<file path="config.mk">
export PLATFORM = sky130hd
export DESIGN_NAME = cau_back
export DESIGN_NICKNAME = d
export VERILOG_FILES = /design/src/rtl/cau_pkg.sv /design/src/rtl/cau_back.sv
export SDC_FILE = /design/constraint.sdc
export NUM_CORES = 1
export LEC_CHECK = 0
export BUFFER_PORTS_ARGS = -buffer_cell sky130_fd_sc_hd__buf_2
export CELL_PAD_IN_SITES_DETAIL_PLACEMENT = 0
export CELL_PAD_IN_SITES_GLOBAL_PLACEMENT = 1
export CORE_UTILIZATION = 30
export DETAILED_ROUTE_END_ITERATION = 10
export MAX_ROUTING_LAYER = met4
export PLACE_DENSITY = 0.72
export SYNTH_ARGS = -nofsm -noshare
export SYNTH_HDL_FRONTEND = slang
export SYNTH_SLANG_ARGS = --single-unit
export TNS_END_PERCENT = 30
</file>
<file path="constraint.sdc">
create_clock -name clk -period 2.2 [get_ports clk]
set_input_delay 0 -clock clk [delete_from_list [all_inputs] [get_ports clk]]
set_output_delay 0 -clock clk [all_outputs]
set_load 0.02 [all_outputs]
</file>
<file path="src/rtl/cau_pkg.sv">
`default_nettype none

package cau_pkg;

	// width of every operand and result port
	localparam int WORD_W = 32;

	// operation codes
	typedef enum logic [1:0] {
		OP_ADD = 2'd0,
		OP_SUB = 2'd1,
		OP_MUL = 2'd2,
		OP_DIV = 2'd3
	} op_t;

	// control that travels with each beat down the pipeline
	typedef struct packed {
		logic valid;
		op_t  op;
		logic dz;
	} ctl_t;

endpackage

`default_nettype wire

</file>
<file path="src/rtl/cau_back.sv">
`default_nettype none

module cau_back #(
	parameter int DW = 32
) (
	input  wire logic                         clk,
	input  wire logic                         arst_n,
	input  wire logic                         en,
	input  wire cau_pkg::ctl_t                ctl_i,
	input  wire logic [2*DW-1:0]              d_i,
	input  wire logic [1:0][2*DW:0]           r_i,
	input  wire logic [1:0][DW:0]             q_i,
	input  wire logic [1:0]                   neg_i,
	input  wire logic [1:0]                   big_i,
	output logic                              out_valid,
	output logic [cau_pkg::WORD_W-1:0]        res_real,
	output logic [cau_pkg::WORD_W-1:0]        res_imag,
	output logic                              overflow,
	output logic                              div_zero
);

	localparam int RW = 2 * DW + 1;
	localparam logic [DW+1:0] LIMN = (DW+2)'(1) << (DW - 1);
	localparam logic [DW+1:0] LIMP = LIMN - (DW+2)'(1);

	logic                              valid_q;
	logic [1:0][cau_pkg::WORD_W-1:0]   res_q;
	logic                              ovf_q;
	logic                              dz_q;

	logic [1:0]                        inc;
	logic [1:0][DW+1:0]                mag;
	logic [1:0][DW+1:0]                lim;
	logic [1:0]                        sat;
	logic [1:0][DW+1:0]                clamp;
	logic [1:0][DW-1:0]                word;

	// quotient rounding, then clamp to the output range
	always_comb begin
		for (int k = 0; k < 2; k++) begin
			inc[k]   = (ctl_i.op == cau_pkg::OP_DIV) &&
			           ({r_i[k][RW-2:0], 1'b0} >= {1'b0, d_i});
			mag[k]   = (DW+2)'(q_i[k]) + (DW+2)'(inc[k]);
			lim[k]   = neg_i[k] ? LIMN : LIMP;
			sat[k]   = big_i[k] || (mag[k] > lim[k]);
			clamp[k] = sat[k] ? lim[k] : mag[k];
			word[k]  = neg_i[k] ? DW'((DW+2)'(0) - clamp[k]) : clamp[k][DW-1:0];
		end
	end

	// output valid
	always_ff @(posedge clk or negedge arst_n) begin
		if (!arst_n) begin
			valid_q <= 1'b0;
		end else if (en) begin
			valid_q <= ctl_i.valid;
		end
	end

	// output beat
	always_ff @(posedge clk) begin
		if (en) begin
			if (ctl_i.dz) begin
				res_q <= '0;
				ovf_q <= 1'b0;
				dz_q  <= 1'b1;
			end else begin
				for (int k = 0; k < 2; k++) begin
					res_q[k] <= cau_pkg::WORD_W'($signed(word[k]));
				end
				ovf_q <= |sat;
				dz_q  <= 1'b0;
			end
		end
	end

	assign out_valid = valid_q;
	assign res_real  = res_q[0];
	assign res_imag  = res_q[1];
	assign overflow  = ovf_q;
	assign div_zero  = dz_q;

endmodule

`default_nettype wire

</file>
After elaboration in Yosys (flattened, before gate mapping)
Index checks and enable logic that the tools add are counted.

Output and inout port bits: 67. Input bits: 271. Memories: 0. ROM bits: 0. Bits in writable memories: 0. Bits in registers: 67. Latch bits: 0.

Reductions and logical operators: 5. Multiply operators: 0. Order comparisons: 4. Div/mod/pow operators: 0. Add/subtract/negate cells: 4. Shifts and indexed selects: 0. Bitwise logic cells: 0. Equality and inequality tests: 1. Muxes and demuxes: 7.

Operators by type and width (count): $mux 32 (6); $ge 65x64->1 (2); $add 33x1->34 (2); $gt 34x32->1 (2); $sub 1x32->32 const A (2); $eq 2x2->1 const B (1); $logic_and 1x1->1 (2); $logic_or 1x1->1 (2); $reduce_or 2->1 (1); $mux 1 (1).

Longest topological paths before layout
Gate-level depths: netlist of the first run.

Depth after elaboration: 8. Depth in mapped cells: 37. Gate-level depth less buffers: 36.

Least setup slack after synthesis of the first run
No wires, ideal clock.

Path type: input -> register. Start point: in d_i[58]. End point: reg res_q (netlist bit res_imag[24]) (data pin). Library setup time: 255 ps. Arrival time: 6922 ps. Slack: -4977 ps. Data required time: 1945 ps. Stages: 36. Cell sequence: inv_1 -> ha_1 -> a21o_1 -> a21o_1 -> a21o_1 -> a21o_1 -> a21oi_1 -> o22ai_1 -> a2111oi_0 -> o2111a_1 -> nor3b_1 -> ha_1 -> ha_1 -> and4_1 -> buf_6 -> nand3_4 -> or3_1 -> xor2_1 -> inv_1 -> ha_1 -> nand2_1 -> nor4_1 -> nand3_1 -> a21oi_1 -> and2_1 -> nand2_1 -> clkbuf_1 -> o21ai_0 -> ha_1 -> nand2_1 -> or4_4 -> nor3b_2 -> and3_1 -> nor2_1 -> or4_1 -> and3_1.

Word-level cells in the longest chain between the ends: 8.

RTL lines: start, declared (line cau_back.sv:10) `input wire logic [2*DW-1:0] d_i,`; $ge 65x64->1 (*) (line cau_back.sv:42) `({r_i[k][RW-2:0], 1'b0} >= {1'b0, d_i});`; $logic_and 1x1->1 (*) (line cau_back.sv:41) `inc[k] = (ctl_i.op == cau_pkg::OP_DIV) &&`; $add 33x1->34 (*) (line cau_back.sv:43) `mag[k] = (DW+2)'(q_i[k]) + (DW+2)'(inc[k]);`; $gt 34x32->1 (line cau_back.sv:45) `sat[k] = big_i[k] || (mag[k] > lim[k]);`; $logic_or 1x1->1 (line cau_back.sv:45); $mux 32 (*) (line cau_back.sv:46) `clamp[k] = sat[k] ? lim[k] : mag[k];`; $sub 1x32->32 (line cau_back.sv:47) `word[k] = neg_i[k] ? DW'((DW+2)'(0) - clamp[k]) : clamp[k][DW-1:0];`; $mux 32 (*) (line cau_back.sv:47); end signal, assigned by index (line cau_back.sv:69) `res_q[k] <= cau_pkg::WORD_W'($signed(word[k]));`; end, declared (line cau_back.sv:27) `logic [1:0][cau_pkg::WORD_W-1:0] res_q;`.

Every way passes the cells marked *; elsewhere a longest branch is shown, timed or not. A chain may end at the register's enable or synchronous reset.

Final worst setup path of the first run
Start point: in d_i[42]. End point: reg res_q (netlist bit res_imag[24]) (data pin).

Same word-level chain as after synthesis.

==> results.json, run 1 <==
{
  "yosys-top-cells-count": "196 x ha_1, 115 x inv_1, 109 x nand2_1",
  "setup_viol": 65,
  "rsz0062_at_grt": "true",
  "routedWlPerCell_um": 17.3,
  "final_max_slew_viol_count": 0,
  "syn_area_um2": 10700,
  "cp_slowest_stage_delay_ns": 0.46,
  "power.static_leakage_uw": 0.00858,
  "grt_overflow": 0,
  "grt_pass1_vias": 13324,
  "seqPwrFrac_pct": 25.9,
  "clock_power_share_pct": 24.6,
  "drive_gt1_share_pct": 49.4,
  "synth_nets": 1806,
  "p_sw_share_pct": 35.4,
  "cp_max_fo": 5,
  "fillCellCount": 3385,
  "finalCriticalPeriod_ns": 6.27,
  "critPathSlowestCell": "or4_1",
  "fin_ws_ns": -4.07,
  "power-per-cell-area_nw_per_um2": 340,
  "synth_area_leaders": "ha_1 23%, edfxtp_1 18%, a21oi_1 4.9%, inv_1 4.0%, nand4_1 3.9%",
  "ant_nets": 0,
  "multi_input_area_um2": 9510,
  "rows": 68,
  "yosysMostFrequentCell": "ha_1",
  "synthArstFlopShare_pct": 1.49,
  "fp.dieH_um": 191,
  "yosysWarnings": 0,
  "worstPathArrival_ns": 6.36,
  "violations": "setup timing",
  "vias": 13235,
  "pwr-share-comb_pct": 49.5,
  "vdd_drop_max_uv": 263,
  "port_buffers": 335,
  "critPathKind": "input port to register",
  "htree_levels": 3,
  "syn_area_per_cell_um2": 8.01,
  "insertion_delay_ns": 0.33,
  "core_area_um2": 34900,
  "numCtsBuffers": 9,
  "synth_simple_gate_area_share_pct": 23.1,
  "synth_compound_area_share_pct": 21.9,
  "worst_slew_pin_slew_ns": 0.559,
  "area_growth_pct": 68.8,
  "timing.fmax_ghz": 0.160,
  "ctsLongestPathBuffers": 2,
  "synth_xor_xnor_area_share_pct": 5.39,
  "whs_path_depth": 1,
  "status": "complete, but fails checks",
  "syn_inst": 1339,
  "synth_top_area_share_pct": 22.9,
  "crit_buf_inv": 3,
  "ys_ff_latch": 67,
  "drv_cap": 0,
  "synth_edf_count": 66,
  "grt_usage_pct": 24.4,
  "yosysSeqAreaShare_pct": 18.7,
  "synthAdderAreaFrac_pct": 22.9,
  "gp_congestion": 0.950,
  "grt_max_degree": 55,
  "viasPerCell": 5.18,
  "tns_ns": -211.68,
  "cts_sinks": 67,
  "die_w_um": 191,
  "cts.clk_slew.worst_paths_ns": 0.06,
  "p_int_uw": 3980,
  "cts_root_buf": "clkbuf_16",
  "required_ns": 2.29,
  "floorplan.initialDensity_pct": 30.7,
  "remaining_drc_errors": 0,
  "nets": 2557,
  "relSlewSlack_pct": 62.7,
  "critical_path_depth": 34,
  "grt_pass1_wl_um": 68100,
  "synth_top_family_by_area": "simple AND/OR/NAND/NOR gates",
  "crit_path_end_kind": "register",
  "synth.area.mux_share_pct": 2.21,
  "start_kind": "input port",
  "antenna_found_initial": 7,
  "top_level_ports": 338,
  "dieArea_um2": 36500,
  "dp_hpwl_um": 37000,
  "crit_top_cell": "a21o_1",
  "synthFlopType": "edfxtp_1",
  "hold_class": "input port to register",
  "wl_um": 44400,
  "crit_family": "simple AND/OR/NAND/NOR gates",
  "drt_pass1_iterations": 5,
  "instances_no_fill": 2557,
  "dp_cells": 2476,
  "worstRegToRegCells": 1,
  "finalCritPeriodShare_pct": 285,
  "finalClockSkew_ns": 0,
  "regArea_um2": 2010,
  "ys_types": 80,
  "hold_viol_final": 0,
  "yosys.area.top_type": "ha_1",
  "cts_tree": "yes",
  "switching_power_uw": 2170,
  "drtIter0Drc": 648,
  "fin_util_pct": 51.9
}
final cells by class:
class / count / share of cell area (%)
diodes: 7 / 0.0968
repair buffers: 783 / 28.8
flip-flops and latches: 67 / 11.1
multi-input cells: 1112 / 52.5
clock inverters: 6 / 0.443
well taps: 455 / 3.15
clock buffers: 10 / 1.27
inverters: 117 / 2.57
cell families after synthesis:
kind of cell,after synthesis
AO/OA/AOI/OAI,360
multiplexers,23
flip-flops,67
XOR/XNOR,66
adder cells (fa/ha/maj),196
buffers and inverters,160
AND/OR/NAND/NOR,467
through the flow:
step,total power (uW),worst slack [ns],instance area [um2],hold slack [ns]
6_report,6150,-4.07,18100,0.0998
5_1_grt,6520,-4.39,18100,0.103
4_1_cts,6010,-4.08,17300,0.0827
3_5_place_dp,4300,-4.92,16000,-0.223
3_3_place_gp,4250,-4.73,16000,-0.226
2_1_floorplan,2930,-4.30,11000,-0.296
state kept, by name (all words and copies together) (netlist names):
signal / flops
res_imag: 32
res_real: 32
out_valid: 1
div_zero: 1
overflow: 1
power groups by stage:
| stage | sequential [uW] | clock (uW) | combinational (uW) |
|---|---|---|---|
| after floorplan | 1760 | 0 | 1170 |
| final | 1590 | 1510 | 3050 |
| after global routing | 1600 | 1580 | 3340 |
| after global placement | 1610 | 0 | 2640 |
| after CTS | 1590 | 1540 | 2880 |
| after detailed placement | 1620 | 0 | 2690 |
placed cells by master, fill, tap and decap left out, drive strengths merged, types with 48 or more instances in the layout:
cell    count
buf       780
ha        196
inv       115
nand2     109
a21oi     107
nor2       80
o21ai      73
nand4      67
edfxtp     66
nand3      51
a21o       50
nor3       48
what timing repair did:
action	in CTS	in global routing
hold buffers	3	0
buffers inserted	46	26
hold endpoints to repair	2	0
setup endpoints to repair	65	65
pin swaps	96	84
gates resized for setup	117	137
metal layers:
metal | wire (um) | vias to the layer above | GRT usage (%)
met5 | 0 | - | -
met4 | 1170 | 0 | 6.98
met3 | 2590 | 66 | 3.51
met2 | 21600 | 418 | 41.8
met1 | 19000 | 6186 | 29.6
li1 | - | 6565 | -
worst paths after layout:
| path | from | endpoint | slack (ns) |
|---|---|---|---|
| worst max register to register | out_valid | out_valid | 1.46 |
| max in group asynchronous | arst_n | out_valid | 1.61 |
| worst min-delay path | ctl_i[0] | div_zero | 0.1 |
| min in group asynchronous | arst_n | out_valid | 0.49 |
| worst max-delay path | d_i[42] | res_imag[24] | -4.07 |
| worst min register to register | out_valid | out_valid | 0.51 |
Power figures use the tool's default switching activity.
==> run 2, diff against run 1 <==
CORE_UTILIZATION = 41   (was 30)
PLACE_DENSITY = 0.93   (was 0.72)
==> results.json, run 2 (same netlist as run 1, synthesis figures left out) <==
{
  "cp_slowest_stage_delay_ns": 0.46,
  "worstPathArrival_ns": 6.50,
  "critPathSlowestCell": "or4_1",
  "switching_power_uw": 2180,
  "cts.clk_slew.worst_paths_ns": 0.05,
  "multi_input_area_um2": 9370,
  "grt_pass1_wl_um": 65600,
  "status": "complete, but fails checks",
  "p_sw_share_pct": 36.2,
  "rsz0062_at_grt": "true",
  "r2r_end": "out_valid",
  "grt_overflow": 0,
  "setup_viol": 65,
  "tns_ns": -224.17,
  "final_common_cell": "buf_4",
  "nets": 2561,
  "seqPwrFrac_pct": 26.4,
  "finalCriticalPeriod_ns": 6.42,
  "dp_hpwl_um": 33800,
  "fin_ws_ns": -4.22,
  "drt_pass1_iterations": 5,
  "dieArea_um2": 26800,
  "ant_nets": 0,
  "cts_tree": "yes",
  "floorplan.initialDensity_pct": 42.2,
  "antenna_found_initial": 6,
  "grt_max_degree": 55,
  "grt_usage_pct": 31.7,
  "port_buffers": 335,
  "cts_sinks": 67,
  "critPathKind": "input port to register",
  "top_level_ports": 338,
  "final_max_slew_viol_count": 0,
  "ff2ff_setup_slack_ns": 1.46,
  "grt_pass1_vias": 13451,
  "numCtsBuffers": 9,
  "required_ns": 2.28,
  "vias": 14109,
  "dp_cells": 2339,
  "remaining_drc_errors": 0,
  "insertion_delay_ns": 0.32,
  "start_kind": "input port",
  "worstRegToRegCells": 1,
  "clock_power_share_pct": 22.4,
  "viasPerCell": 5.79,
  "fin_util_pct": 69.9,
  "instances_no_fill": 2435,
  "routedWlPerCell_um": 18.4,
  "worstReg2RegStart": "out_valid",
  "whs_path_depth": 1,
  "drive_gt1_share_pct": 48.7,
  "power.static_leakage_uw": 0.00856,
  "gp_congestion": 1.01,
  "htree_levels": 3,
  "hold_viol_final": 0,
  "hold_class": "input port to register",
  "finalClockSkew_ns": 0,
  "relSlewSlack_pct": 51.9,
  "cp_max_fo": 5,
  "timing.fmax_ghz": 0.156,
  "worstSetupStartpoint": "d_i[58]",
  "wl_um": 44900,
  "crit_path_end_kind": "register",
  "finalCritPeriodShare_pct": 292,
  "cts_root_buf": "clkbuf_16",
  "p_int_uw": 3840,
  "fillCellCount": 1885,
  "rows": 58,
  "mostFrequentLayoutCells": "429 x buf_4, 332 x buf_2, 177 x ha_1",
  "drv_cap": 0,
  "power-per-cell-area_nw_per_um2": 339,
  "violations": "setup timing",
  "vdd_drop_max_uv": 397,
  "core_area_um2": 25400,
  "endpoint": "res_imag[24]",
  "crit_top_cell": "a21o_1",
  "drtIter0Drc": 1172,
  "ctsLongestPathBuffers": 2,
  "area_growth_pct": 65.7,
  "post-place-ws_ns": -5.12,
  "regArea_um2": 2010,
  "pwr-share-comb_pct": 51.1,
  "worst_slew_pin_slew_ns": 0.721,
  "die_w_um": 164,
  "fp.dieH_um": 164
}
## run 2: cell types whose count changed in the layout (fill, tap and decap cells not counted), sizes merged, moves of 2 or more
cell    previous run  this run
clkbuf            10        14
buf              780       784
clkinv             5         3
bufinv             2         0
## run 2: area by class of cell
cell class | count | share of cell area [%]
diodes | 6 | 0.0845
clock buffers | 14 | 1.54
clock inverters | 2 | 0.0564
inverters | 117 | 2.64
multi-input cells | 1112 | 52.7
flip-flops and latches | 67 | 11.3
well taps | 330 | 2.32
repair buffers | 787 | 29.3
## run 2: critical path, delay by kind of cell
kind | cells | cell delay [ns]
and+or+nand+nor | 14 | 2.68
buffers and inverters | 5 | 0.65
AOI/OAI and AO/OA | 11 | 1.81
adders and majority gates | 5 | 1.11
xor gates and xnor gates | 1 | 0.23
## run 2: power groups by stage
| stage | sequential, uW | clock [uW] | combinational [uW] |
|---|---|---|---|
| after floorplan | 1760 | 0 | 1170 |
| final | 1590 | 1350 | 3080 |
| after detailed placement | 1620 | 0 | 2620 |
| after global placement | 1610 | 0 | 2530 |
| after CTS | 1590 | 1360 | 2850 |
| after global routing | 1600 | 1400 | 3320 |
## run 2: metrics by stage
step	area, um2	hold WS [ns]	power (uW)
2_1_floorplan	11000	-0.296	2930
3_3_place_gp	15800	-0.226	4150
4_1_cts	17100	0.142	5800
6_report	17800	0.138	6020
5_1_grt	17800	0.149	6330
3_5_place_dp	15800	-0.225	4240
## run 2: layer usage
metal	wire length (um)	part of all wire, %	vias up	GRT usage, %
li1	-	-	6587	-
met1	17100	38	6530	36.1
met2	22000	49	785	55.7
met3	3140	7.0	207	3.54
met4	2660	5.9	0	14.2
met5	0	0	-	-
## run 2: worst min-delay path by stage
stage	startpoint	slack, ns	endpoint
detailed placement	arst_n	-0.22	out_valid
CTS	en	0.14	res_imag[23]
global placement	arst_n	-0.23	out_valid
finish	en	0.14	res_imag[30]
floorplan	arst_n	-0.30	out_valid
global route	en	0.15	res_imag[31]
## run 2: timing repair
item                       CTS  global route
hold buffers                 3             0
pin swaps                  105            79
setup endpoints to repair   65            65
gates resized for setup    145            78
buffers inserted            50            23
hold endpoints to repair     2             0
